[src/rtl/core/epds_pkg.sv]
// ============================================================================
// epds_pkg - shared types and constants for the echo proximity drive selector
// Widths, reset values, register indexes and the config/result structs.
// ============================================================================
package epds_pkg;

    // Echo counter width and its saturation value
    localparam int COUNT_BITS = 16;
    localparam logic [COUNT_BITS-1:0] COUNT_MAX = '1;

    // Field widths
    localparam int LIMIT_BITS = 16;
    localparam int DUTY_BITS  = 10;
    localparam int STEP_BITS  = 26;
    localparam int MASK_BITS  = 3;

    // Configuration port widths
    localparam int CFG_IDX_BITS  = 3;
    localparam int CFG_DATA_BITS = 26;

    // Distance test: count * 17 < limit * 10 (count ticks of 1.7 mm)
    localparam int ECHO_NUM       = 17;
    localparam int LIMIT_DEN      = 10;
    localparam int NUM_BITS       = 5;
    localparam int DEN_BITS       = 4;
    localparam int SCALED_C_BITS  = COUNT_BITS + NUM_BITS;
    localparam int SCALED_L_BITS  = LIMIT_BITS + DEN_BITS;
    localparam int PROD_BITS      = (SCALED_C_BITS > SCALED_L_BITS) ?
                                    SCALED_C_BITS : SCALED_L_BITS;

    // Register indexes
    localparam logic [CFG_IDX_BITS-1:0] REG_SIDE_LIMIT  = 3'd0;
    localparam logic [CFG_IDX_BITS-1:0] REG_FRONT_LIMIT = 3'd1;
    localparam logic [CFG_IDX_BITS-1:0] REG_DUTY_CLEAR  = 3'd2;
    localparam logic [CFG_IDX_BITS-1:0] REG_DUTY_SIDE   = 3'd3;
    localparam logic [CFG_IDX_BITS-1:0] REG_DUTY_FRONT  = 3'd4;
    localparam logic [CFG_IDX_BITS-1:0] REG_FRONT_STEP  = 3'd5;
    localparam logic [CFG_IDX_BITS-1:0] REG_SIDE_STEP   = 3'd6;

    // Reset values
    localparam logic [LIMIT_BITS-1:0] RST_SIDE_LIMIT  = 16'd200;
    localparam logic [LIMIT_BITS-1:0] RST_FRONT_LIMIT = 16'd100;
    localparam logic [DUTY_BITS-1:0]  RST_DUTY_CLEAR  = 10'd800;
    localparam logic [DUTY_BITS-1:0]  RST_DUTY_SIDE   = 10'd600;
    localparam logic [DUTY_BITS-1:0]  RST_DUTY_FRONT  = 10'd0;
    localparam logic [STEP_BITS-1:0]  RST_FRONT_STEP  = 26'd589824;
    localparam logic [STEP_BITS-1:0]  RST_SIDE_STEP   = 26'd445644;
    localparam logic [STEP_BITS-1:0]  RST_HELD_STEP   = 26'd589824;

    // Near mask bit positions
    localparam int BIT_LEFT  = 2;
    localparam int BIT_RIGHT = 1;
    localparam int BIT_FRONT = 0;

    typedef struct packed {
        logic [LIMIT_BITS-1:0] side_limit_mm;
        logic [LIMIT_BITS-1:0] front_limit_mm;
        logic [DUTY_BITS-1:0]  duty_clear;
        logic [DUTY_BITS-1:0]  duty_side;
        logic [DUTY_BITS-1:0]  duty_front;
        logic [STEP_BITS-1:0]  front_tone_step;
        logic [STEP_BITS-1:0]  side_tone_step;
    } cfg_t;

    typedef struct packed {
        logic [MASK_BITS-1:0] near_mask;
        logic [DUTY_BITS-1:0] motor_duty;
        logic                 tone_on;
        logic [STEP_BITS-1:0] tone_step;
    } result_t;

endpackage

[src/rtl/core/epds_ifs.sv]
// ============================================================================
// epds_ifs - valid/ready channel interfaces of the drive selector
// Tick request channel, result channel and configuration write channel.
// ============================================================================
interface epds_tick_if;
    logic valid;
    logic ready;
    logic echo_left;
    logic echo_right;
    logic echo_front;

    modport source (output valid, echo_left, echo_right, echo_front, input ready);
    modport sink   (input valid, echo_left, echo_right, echo_front, output ready);
endinterface

interface epds_result_if;
    import epds_pkg::*;
    logic                 valid;
    logic                 ready;
    logic [MASK_BITS-1:0] near_mask;
    logic [DUTY_BITS-1:0] motor_duty;
    logic                 tone_on;
    logic [STEP_BITS-1:0] tone_step;

    modport source (output valid, near_mask, motor_duty, tone_on, tone_step,
                    input ready);
    modport sink   (input valid, near_mask, motor_duty, tone_on, tone_step,
                    output ready);
endinterface

interface epds_cfg_if;
    import epds_pkg::*;
    logic                     valid;
    logic                     ready;
    logic [CFG_IDX_BITS-1:0]  index;
    logic [CFG_DATA_BITS-1:0] data;

    modport source (output valid, index, data, input ready);
    modport sink   (input valid, index, data, output ready);
endinterface

[src/rtl/core/epds_cfg_regs.sv]
// ============================================================================
// epds_cfg_regs - configuration register file
// Accepts one write per cycle; indexes past the list are dropped.
// ============================================================================
module epds_cfg_regs (
    input  logic          clk,
    input  logic          rst_n,
    epds_cfg_if.sink      cfg,
    output epds_pkg::cfg_t regs
);
    import epds_pkg::*;

    cfg_t regs_reg;
    cfg_t regs_next;

    // Always ready for a write
    assign cfg.ready = 1'b1;

    // Decode the write request
    always_comb
    begin
        regs_next = regs_reg;
        if (cfg.valid)
        begin
            case (cfg.index)
                REG_SIDE_LIMIT:  regs_next.side_limit_mm   = cfg.data[LIMIT_BITS-1:0];
                REG_FRONT_LIMIT: regs_next.front_limit_mm  = cfg.data[LIMIT_BITS-1:0];
                REG_DUTY_CLEAR:  regs_next.duty_clear      = cfg.data[DUTY_BITS-1:0];
                REG_DUTY_SIDE:   regs_next.duty_side       = cfg.data[DUTY_BITS-1:0];
                REG_DUTY_FRONT:  regs_next.duty_front      = cfg.data[DUTY_BITS-1:0];
                REG_FRONT_STEP:  regs_next.front_tone_step = cfg.data[STEP_BITS-1:0];
                REG_SIDE_STEP:   regs_next.side_tone_step  = cfg.data[STEP_BITS-1:0];
                default:         regs_next = regs_reg;
            endcase
        end
    end

    // Hold the registers
    always_ff @(posedge clk or negedge rst_n)
    begin
        if (!rst_n)
        begin
            regs_reg.side_limit_mm   <= RST_SIDE_LIMIT;
            regs_reg.front_limit_mm  <= RST_FRONT_LIMIT;
            regs_reg.duty_clear      <= RST_DUTY_CLEAR;
            regs_reg.duty_side       <= RST_DUTY_SIDE;
            regs_reg.duty_front      <= RST_DUTY_FRONT;
            regs_reg.front_tone_step <= RST_FRONT_STEP;
            regs_reg.side_tone_step  <= RST_SIDE_STEP;
        end
        else
        begin
            regs_reg <= regs_next;
        end
    end

    assign regs = regs_reg;

endmodule

[src/rtl/core/epds_channel.sv]
// ============================================================================
// epds_channel - one sensor's echo counter and near flag
// Counts high ticks, saturating; at the falling edge compares the distance.
// ============================================================================
module epds_channel (
    input  logic                            clk,
    input  logic                            rst_n,
    input  logic                            take,
    input  logic                            level,
    input  logic [epds_pkg::LIMIT_BITS-1:0] limit,
    output logic                            flag
);
    import epds_pkg::*;

    logic [COUNT_BITS-1:0] count_reg;
    logic [COUNT_BITS-1:0] count_next;
    logic                  flag_reg;
    logic                  flag_next;
    logic [PROD_BITS-1:0]  scaled_count;
    logic [PROD_BITS-1:0]  scaled_limit;

    // Scale both sides of the distance test
    assign scaled_count = PROD_BITS'(count_reg) * PROD_BITS'(ECHO_NUM);
    assign scaled_limit = PROD_BITS'(limit) * PROD_BITS'(LIMIT_DEN);

    // Advance the counter, latch the flag when a pulse ends
    always_comb
    begin
        flag_next = flag_reg;
        if (level)
        begin
            count_next = (count_reg == COUNT_MAX) ? count_reg : count_reg + 1'b1;
        end
        else
        begin
            count_next = '0;
            if (count_reg != '0)
            begin
                flag_next = (scaled_count < scaled_limit);
            end
        end
    end

    always_ff @(posedge clk or negedge rst_n)
    begin
        if (!rst_n)
        begin
            count_reg <= '0;
            flag_reg  <= 1'b0;
        end
        else if (take)
        begin
            count_reg <= count_next;
            flag_reg  <= flag_next;
        end
    end

    assign flag = flag_next;

endmodule

[src/rtl/core/epds_select.sv]
// ============================================================================
// epds_select - priority drive and tone selection
// Front over sides; keeps the tone step while nothing is near.
// ============================================================================
module epds_select (
    input  logic                           clk,
    input  logic                           rst_n,
    input  logic                           take,
    input  logic [epds_pkg::MASK_BITS-1:0] near_mask,
    input  epds_pkg::cfg_t                 regs,
    output epds_pkg::result_t              res
);
    import epds_pkg::*;

    logic [STEP_BITS-1:0] held_step_reg;
    logic [STEP_BITS-1:0] held_step_next;
    logic                 side_near;

    assign side_near = near_mask[BIT_LEFT] | near_mask[BIT_RIGHT];

    // Pick duty, tone enable and step
    always_comb
    begin
        held_step_next = held_step_reg;
        res.near_mask  = near_mask;
        if (near_mask[BIT_FRONT])
        begin
            held_step_next = regs.front_tone_step;
            res.motor_duty = regs.duty_front;
            res.tone_on    = 1'b1;
        end
        else if (side_near)
        begin
            held_step_next = regs.side_tone_step;
            res.motor_duty = regs.duty_side;
            res.tone_on    = 1'b1;
        end
        else
        begin
            res.motor_duty = regs.duty_clear;
            res.tone_on    = 1'b0;
        end
        res.tone_step = held_step_next;
    end

    always_ff @(posedge clk or negedge rst_n)
    begin
        if (!rst_n)
        begin
            held_step_reg <= RST_HELD_STEP;
        end
        else if (take)
        begin
            held_step_reg <= held_step_next;
        end
    end

endmodule

[src/rtl/core/echo_proximity_drive_selector.sv]
// ============================================================================
// echo_proximity_drive_selector - ultrasonic near detection and drive select
// Three echo counters with distance tests feed a front-first priority select.
// ============================================================================
//   channel | dir | payload
//   --------+-----+-----------------------------------------------
//   cfg     | in  | index[2:0], data[25:0] register write
//   tick    | in  | echo_left, echo_right, echo_front
//   result  | out | near_mask[2:0], motor_duty[9:0], tone_on, tone_step[25:0]
//
// One tick per cycle while tick.ready is high; a single output register behind
// the counter and select logic shows its result in the cycle after acceptance.
// tick.ready drops only while a result is held and result.ready is low.
// Reset loads the register defaults, clears counters and flags, and restores
// the held tone step; no clearing pass is needed.
module echo_proximity_drive_selector (
    input  logic          clk,
    input  logic          rst_n,
    epds_cfg_if.sink      cfg,
    epds_tick_if.sink     tick,
    epds_result_if.source result
);
    import epds_pkg::*;

    cfg_t                 regs;
    logic                 take;
    logic [MASK_BITS-1:0] near_mask;
    result_t              res;
    result_t              res_reg;
    logic                 res_valid_reg;
    logic                 res_valid_next;

    epds_cfg_regs u_cfg_regs (
        .clk   (clk),
        .rst_n (rst_n),
        .cfg   (cfg),
        .regs  (regs)
    );

    // Accept a tick whenever the output slot is free or being drained
    assign tick.ready = !res_valid_reg || result.ready;
    assign take       = tick.valid && tick.ready;

    epds_channel u_left (
        .clk   (clk),
        .rst_n (rst_n),
        .take  (take),
        .level (tick.echo_left),
        .limit (regs.side_limit_mm),
        .flag  (near_mask[BIT_LEFT])
    );

    epds_channel u_right (
        .clk   (clk),
        .rst_n (rst_n),
        .take  (take),
        .level (tick.echo_right),
        .limit (regs.side_limit_mm),
        .flag  (near_mask[BIT_RIGHT])
    );

    epds_channel u_front (
        .clk   (clk),
        .rst_n (rst_n),
        .take  (take),
        .level (tick.echo_front),
        .limit (regs.front_limit_mm),
        .flag  (near_mask[BIT_FRONT])
    );

    epds_select u_select (
        .clk       (clk),
        .rst_n     (rst_n),
        .take      (take),
        .near_mask (near_mask),
        .regs      (regs),
        .res       (res)
    );

    // Hold the result until taken
    always_comb
    begin
        res_valid_next = res_valid_reg;
        if (take)
        begin
            res_valid_next = 1'b1;
        end
        else if (result.ready)
        begin
            res_valid_next = 1'b0;
        end
    end

    always_ff @(posedge clk or negedge rst_n)
    begin
        if (!rst_n)
        begin
            res_valid_reg <= 1'b0;
        end
        else
        begin
            res_valid_reg <= res_valid_next;
        end
    end

    always_ff @(posedge clk)
    begin
        if (take)
        begin
            res_reg <= res;
        end
    end

    assign result.valid      = res_valid_reg;
    assign result.near_mask  = res_reg.near_mask;
    assign result.motor_duty = res_reg.motor_duty;
    assign result.tone_on    = res_reg.tone_on;
    assign result.tone_step  = res_reg.tone_step;

`ifndef NO_ASSERTIONS
    // An accepted tick always produces a waiting result next cycle
    a_take_gives_result: assert property (@(posedge clk) disable iff (!rst_n)
        take |=> result.valid)
        else $error("accepted tick produced no result");

    // A stalled result blocks new ticks, so nothing is overwritten
    a_no_overwrite: assert property (@(posedge clk) disable iff (!rst_n)
        (result.valid && !result.ready) |-> !tick.ready)
        else $error("tick accepted over a stalled result");

    // Tone enable follows the near flags of the same result
    a_tone_matches_mask: assert property (@(posedge clk) disable iff (!rst_n)
        result.valid |-> (result.tone_on == (result.near_mask != '0)))
        else $error("tone enable disagrees with near mask");
`endif

endmodule

[src/flat_wrapper.sv]
// flat-port wrapper written by rule: the top's interface ports become plain ports
module echo_proximity_drive_selector_flat import epds_pkg::*;
  (clk, rst_n, cfg_valid, cfg_index, cfg_data, cfg_ready, tick_valid, tick_echo_left, tick_echo_right, tick_echo_front, tick_ready, result_valid, result_near_mask, result_motor_duty, result_tone_on, result_tone_step, result_ready);
  epds_cfg_if cfg_i ();
  epds_tick_if tick_i ();
  epds_result_if result_i ();
  input  logic clk;
  input  logic rst_n;
  input wire logic [$bits(cfg_i.valid)-1:0] cfg_valid;
  input wire logic [$bits(cfg_i.index)-1:0] cfg_index;
  input wire logic [$bits(cfg_i.data)-1:0] cfg_data;
  output wire logic [$bits(cfg_i.ready)-1:0] cfg_ready;
  input wire logic [$bits(tick_i.valid)-1:0] tick_valid;
  input wire logic [$bits(tick_i.echo_left)-1:0] tick_echo_left;
  input wire logic [$bits(tick_i.echo_right)-1:0] tick_echo_right;
  input wire logic [$bits(tick_i.echo_front)-1:0] tick_echo_front;
  output wire logic [$bits(tick_i.ready)-1:0] tick_ready;
  output wire logic [$bits(result_i.valid)-1:0] result_valid;
  output wire logic [$bits(result_i.near_mask)-1:0] result_near_mask;
  output wire logic [$bits(result_i.motor_duty)-1:0] result_motor_duty;
  output wire logic [$bits(result_i.tone_on)-1:0] result_tone_on;
  output wire logic [$bits(result_i.tone_step)-1:0] result_tone_step;
  input wire logic [$bits(result_i.ready)-1:0] result_ready;
  assign cfg_i.valid = cfg_valid;
  assign cfg_i.index = cfg_index;
  assign cfg_i.data = cfg_data;
  assign cfg_ready = cfg_i.ready;
  assign tick_i.valid = tick_valid;
  assign tick_i.echo_left = tick_echo_left;
  assign tick_i.echo_right = tick_echo_right;
  assign tick_i.echo_front = tick_echo_front;
  assign tick_ready = tick_i.ready;
  assign result_valid = result_i.valid;
  assign result_near_mask = result_i.near_mask;
  assign result_motor_duty = result_i.motor_duty;
  assign result_tone_on = result_i.tone_on;
  assign result_tone_step = result_i.tone_step;
  assign result_i.ready = result_ready;
  echo_proximity_drive_selector u_core (.clk(clk), .rst_n(rst_n), .cfg(cfg_i), .tick(tick_i), .result(result_i));
endmodule
[config.mk]
export PLATFORM = sky130hd
export DESIGN_NAME = echo_proximity_drive_selector_flat
export DESIGN_NICKNAME = d
export VERILOG_FILES = /design/src/rtl/core/epds_pkg.sv /design/src/rtl/core/epds_ifs.sv /design/src/rtl/core/epds_cfg_regs.sv /design/src/rtl/core/epds_channel.sv /design/src/rtl/core/epds_select.sv /design/src/rtl/core/echo_proximity_drive_selector.sv /design/src/flat_wrapper.sv
export SDC_FILE = /design/constraint.sdc
export NUM_CORES = 1
export LEC_CHECK = 0
export ABC_CLOCK_PERIOD_IN_PS = 10090
export BUFFER_PORTS_ARGS = -buffer_cell sky130_fd_sc_hd__buf_2
export CAP_MARGIN = 30
export CORE_MARGIN = 2
export CORE_UTILIZATION = 68
export CTS_CLUSTER_SIZE = 24
export DETAILED_ROUTE_END_ITERATION = 7
export PLACE_DENSITY_LB_ADDON = 0.15
export SKIP_CTS_REPAIR_TIMING = 1
export SLEW_MARGIN = 15
export SYNTH_ARGS = -nofsm -noshare
export SYNTH_HDL_FRONTEND = slang
export SYNTH_HIERARCHICAL = 1
export SYNTH_SLANG_ARGS = --single-unit
[constraint.sdc]
create_clock -name clk -period 10.09 [get_ports clk]
set_input_delay 2.5225 -clock clk [delete_from_list [all_inputs] [get_ports clk]]
set_output_delay 2.5225 -clock clk [all_outputs]
set_load 0.02 [all_outputs]
# --- Word level (Yosys, flattened, before mapping) ---
# Index checks and enable logic that the tools add are counted.
totals:
  ff_bits: 232
  in_bits: 37
  output_inout_bits: 43
  elab_cells: 79
classes:
  addsub: 3
  mul: 5
  n_lt_le_gt_ge: 3
  n_eq_ne: 12
  mux: 18
  bitwise: 1
  n_reduce_logical: 18
op_table:
  columns: ["op", "count"]
  rows:
  - ["$mux W16", 6]
  - ["$lt A21 B20 Y1", 3]
  - ["$mul A16 B5 Y21 const B", 3]
  - ["$mux W26", 2]
  - ["$add A16 B1 Y16 const B", 3]
  - ["$eq A16 B16 Y1 const B", 3]
  - ["$reduce_bool A16 Y1", 3]
  - ["$mul A16 B3 Y19 const B", 2]
  - ["$mux W11", 2]
  - ["$reduce_and A2 Y1", 10]
  - ["$eq A3 B3 Y1 const B", 3]
  - ["$mux W1", 8]
  - ["$eq A3 B2 Y1 const B", 2]
  - ["$ne A2 B2 Y1 const B", 3]
  - ["$eq A3 B1 Y1 const B", 1]
  - ["$logic_not A3 Y1", 1]
  - ["$reduce_bool A2 Y1", 1]
  - ["$logic_and A1 B1 Y1", 1]
  - ["$logic_not A1 Y1", 1]
  - ["$logic_or A1 B1 Y1", 1]
  - ["$or A1 B1 Y1", 1]

# --- Depth between registers and ports, before layout ---
logic_depth:
  ltp_word: 7
  ltp_mapped: 22
  mapped_depth_nobuf: 20

# --- Hierarchy ---
# The synthesis kept the hierarchy.
by_module_without_submodules:
  columns: ["module", "instances", "cells_per_inst", "area_each_um2", "seq_area_each_um2"]
  rows:
  - ["epds_cfg_regs", 1, 248, 4360.4, 2884.0]
  - ["epds_channel at u_core.u_left", 1, 351, 2962.8, 425.4]
  - ["epds_channel at u_core.u_front", 1, 349, 2939.1, 425.4]
  - ["epds_channel at u_core.u_right", 1, 341, 2896.5, 425.4]
  - ["epds_select", 1, 244, 2014.4, 653.1]
  - ["echo_proximity_drive_selector", 1, 44, 1255.0, 1226.2]

# --- Worst setup path before layout ---
# No wires, ideal clock.
synth_path:
  path_kind: "input port to output port"
  start: "in result_ready"
  end: "out tick_ready"
  arrival_time_ns: 2.676
  t_required_ns: 7.568
  slack_ns: 4.892
  path_stages: 1
  path_buffers: 0
  cell_sequence: "nand2b_4"
synth_between:
  elab_chain_cells: 1
synth_rtl:
  columns: ["element", "line", "source"]
  rows:
  - ["from (decl)", "flat_wrapper.sv:23", "input wire logic [$bits(result_i.ready)-1:0] result_ready;"]
  - ["$logic_or A1 B1 Y1", "echo_proximity_drive_selector.sv:41", "assign tick.ready = !res_valid_reg || result.ready;"]
  - ["to (decl)", "flat_wrapper.sv:17", "output wire logic [$bits(tick_i.ready)-1:0] tick_ready;"]
# No other way between the ends.

# --- Worst setup path after layout ---
layout_path:
  start: "reg u_core.u_cfg_regs.regs_reg (netlist bit u_core/u_cfg_regs/regs[83])"
  end: "reg u_core.u_select.held_step_reg[19]"
layout_between:
  elab_chain_cells: 5
layout_rtl:
  columns: ["element", "line", "source"]
  rows:
  - ["from (decl)", "epds_cfg_regs.sv:13", "cfg_t regs_reg;"]
  - ["from (signal assigned)", "epds_cfg_regs.sv:53", "regs_reg <= regs_next;"]
  - ["$mul A16 B3 Y19", "epds_channel.sv:24", "assign scaled_limit = PROD_BITS'(limit) * PROD_BITS'(LIMIT_DEN);"]
  - ["$lt A21 B20 Y1", "epds_channel.sv:39", "flag_next = (scaled_count < scaled_limit);"]
  - ["$mux W1", "epds_channel.sv:37", "if (count_reg != '0)"]
  - ["$mux W1", "epds_channel.sv:30", "if (level)"]
  - ["net u_core.near_mask[0]", "echo_proximity_drive_selector.sv:27", "logic [MASK_BITS-1:0] near_mask;"]
  - ["$mux W26", "epds_select.sv:26", "if (near_mask[BIT_FRONT])"]
  - ["to (signal assigned)", "epds_select.sv:54", "held_step_reg <= held_step_next;"]
  - ["to (decl)", "epds_select.sv:15", "logic [STEP_BITS-1:0] held_step_reg;"]
# The timed path passes the listed nets, and every way through them passes these cells.
# A chain may end at the register's enable or synchronous reset.

==> out/summary.txt <==
Initial Util: 69.57%
pin count of the biggest net entering global routing: 97
syn avg cell area: 10.42 um^2
PD cells: 215.6 nW/um^2
Post-Synth Adder-Cell Area: 17.18%
Switching Fraction: 37.02%
total wire length: 36,980 um
#FFs+latches synth: 232
first-pass detailed-route iteration total: 8
clk_lat worst skew: 0.54 ns
Root Buffer: clkbuf_16
Psw: 1427 uW
sequential share of the synthesized area: 36.76%
Max Clk Rate: 173.2 MHz
Leakage: 0.008320 uW
Period minus WS final: 5.772 ns
Sequential Power Share: 35.5%
DR vias: 12,715
crit-path cells: ha_1, ha_1, fa_1, a211oi_1, o211ai_1, and3_1, nand2b_1, nand2_1, xnor2_1, ha_1, a211oi_1, nand2_1, a2111oi_0, a211oi_1, o22ai_4, buf_4, inv_1, a21oi_1
layout net count: 1,901
CP bufs+invs: 2
Max stage delay on crit path: 0.69 ns
full die area: 25,420 um^2
Crit-path slowest cell: inv_1
fin crit share: 57.21%
combinational power share: 40.5%
commonest cells after routing, fill and taps aside: ha_1, dfrtp_1, mux2_2
IO Port Bufs: 78
Clock Tree Buf Depth: 3
Worst-path clk slew: 0.06 ns
Hold WC Path Type: flip-flop to flip-flop
Post-synth ARST share: 82.76%
final instance area: 17,880 um^2
crit end category: flip-flop
final setup fails: 0
Max transition margin: 33.61%
placed cell areas: 17,040 um^2
XOR/XNOR Fraction of Synth Area: 4.958%
CTS buffer count: 25
die height: 159.4 um
initial drt markers: 876
outcome: finished, final reports clean
core area: 23,610 um^2
first-pass GRT wire length: 61,890 um
Least-Margin Pin Slew: 0.9948 ns
clock share of power: 24.0%
ys flop type: dfrtp_1
GRT Total Usage: 29.28%
synth unique cells: 93
Cell Area, Synth: 16,430 um^2
Worst EP required: 10.52 ns
DR vias/cell: 6.418
most common library cell in the layout ignoring fill and taps: ha_1
family with the most delay on the worst path: compound AO/OA/AOI/OAI gates
internal power: 2428 uW
critical path data arrival time: 6.20 ns
global route overflow: 0
vias in the first global route: 12,714
Crit Path Max Fanout: 72
clock skew: 0.02940 ns
critical path class: flip-flop to flip-flop
max-cap check violation count: 0
WL/cell: 18.67 um
post-synthesis net count: 1,836
mux contribution to synthesized area: 10.27%
initial antenna violation count: 0
Sink Count: 232
Filler Cells Inserted: 1,619
max reg flops: 114
synthesis-to-layout area growth: 8.834%
Residual DRC: 0
critical path depth in cells: 18
setup_tns: 0 ns
FF-to-FF path depth: 18
Post-Synth Simple-Gate Area: 11.76%
EDFF count, synth: 40
Max rail drop VDD: 0.1927 mV
Post-DRT Antenna Nets: 0
Die Span X: 159.4 um
Placer Congestion: 0.8593
max-slew violations: 0
RSZ-0062 raised after global routing: false
Worst Setup Start Kind: flip-flop
share of cells above drive strength 1: 18.42%
complex-gate fraction of the synthesized area: 15.65%
hold path depth: 2
largest family of logic cells by synthesized area: adder cells
# H-tree levels: 1
final hold vios: 0
worst hold slack: 0.5081 ns
Final HPWL DP: 25,340 um
CTS tree: built
post-synthesis cell count: 1,577
synth warn: 6
Rows: 56
# IOs: 80
through the flow:
stage                     utilization [%]  setup WS, ns  total power [uW]  std cells
after global routing                75.71         3.849              4129       1980
after detailed placement            72.14         4.473              2902       1934
after floorplan                         -         4.892              2554       1577
after CTS                           75.71         4.402              3859       1980
after global placement              71.75         4.501              2828       1930
final                               75.72         4.318              3855       1981
tightest hold or removal path: cells and delay by family (launching register included):
kind / cells / cell delay (ns)
AO/OA/AOI/OAI: 1 / 0.06
flip-flops: 1 / 0.36
AND/OR/NAND/NOR: 1 / 0.05
kinds of logic (layout without fill, tap and decap cells):
group	Yosys count	count (layout)
AND/OR/NAND/NOR	366	366
AO/OA/AOI/OAI	404	404
XOR/XNOR	93	93
buffers and inverters	105	189
flip-flops	232	232
adder cells (fa/ha/maj)	222	222
other	1	2
multiplexers	154	154
cell usage after synthesis, types with 40 or more instances:
master	n	area, um^2
a21oi_1	102	510.5
dfrtp_1	165	4129
edfxtp_1	40	1201
ha_1	216	2703
inv_1	55	206.5
mux2_2	116	1306
nand2_1	104	390.4
nor2_1	85	319.1
o21ai_0	55	275.3
o21ai_1	42	210.2
o22ai_1	55	344.1
xnor2_1	45	394.1
xor2_1	48	420.4
per-layer routing:
metal	up-vias	share of wire [%]	global-route usage, %
li1	6050	-	-
met1	6209	44	38.81
met2	384	48	49.70
met3	72	5.2	4.011
met4	0	2.8	10.08
met5	-	0	0
cell type report:
cell class              count  area (um^2)  share of cell area (%)
multi-input cells        1240         9852                   55.10
flip-flops and latches    232         6040                   33.78
clock buffers              37        750.7                   4.199
repair buffers             88        538.0                   3.009
well taps                 319        399.1                   2.232
inverters                  55        206.4                   1.155
clock inverters             9        91.34                  0.5108
diodes                      1        2.502                 0.01400
power by group through the flow:
stage               Clock (uW)  Sequential (uW)  Combinational [uW]
floorplan                    0             1370                1190
global placement             0             1370                1460
detailed placement           0             1380                1530
CTS                        939             1370                1550
global route               981             1400                1750
finish                     924             1370                1560
worst paths after layout:
| kind | slack [ns] | start | end |
|---|---|---|---|
| max in group asynchronous | 6.75 | rst_n | u_core/u_left/count_reg[13]$_DFFE_PN0P_ |
| worst max-delay path | 4.32 | u_core/u_cfg_regs/regs[83]$_DFFE_PN0P_ | u_core/u_select/held_step_reg[19]$_DFFE_PN1P_ |
| min in group asynchronous | 2.05 | rst_n | u_core/u_front/count_reg[0]$_DFFE_PN0P_ |
| worst min register to register | 0.51 | u_core/u_front/flag_reg$_DFFE_PN0P_ | u_core/u_front/flag_reg$_DFFE_PN0P_ |
| worst max register to register | 4.32 | u_core/u_cfg_regs/regs[83]$_DFFE_PN0P_ | u_core/u_select/held_step_reg[19]$_DFFE_PN1P_ |
| worst min-delay path | 0.51 | u_core/u_front/flag_reg$_DFFE_PN0P_ | u_core/u_front/flag_reg$_DFFE_PN0P_ |
Note: power is estimated with default switching activity, not from simulation.
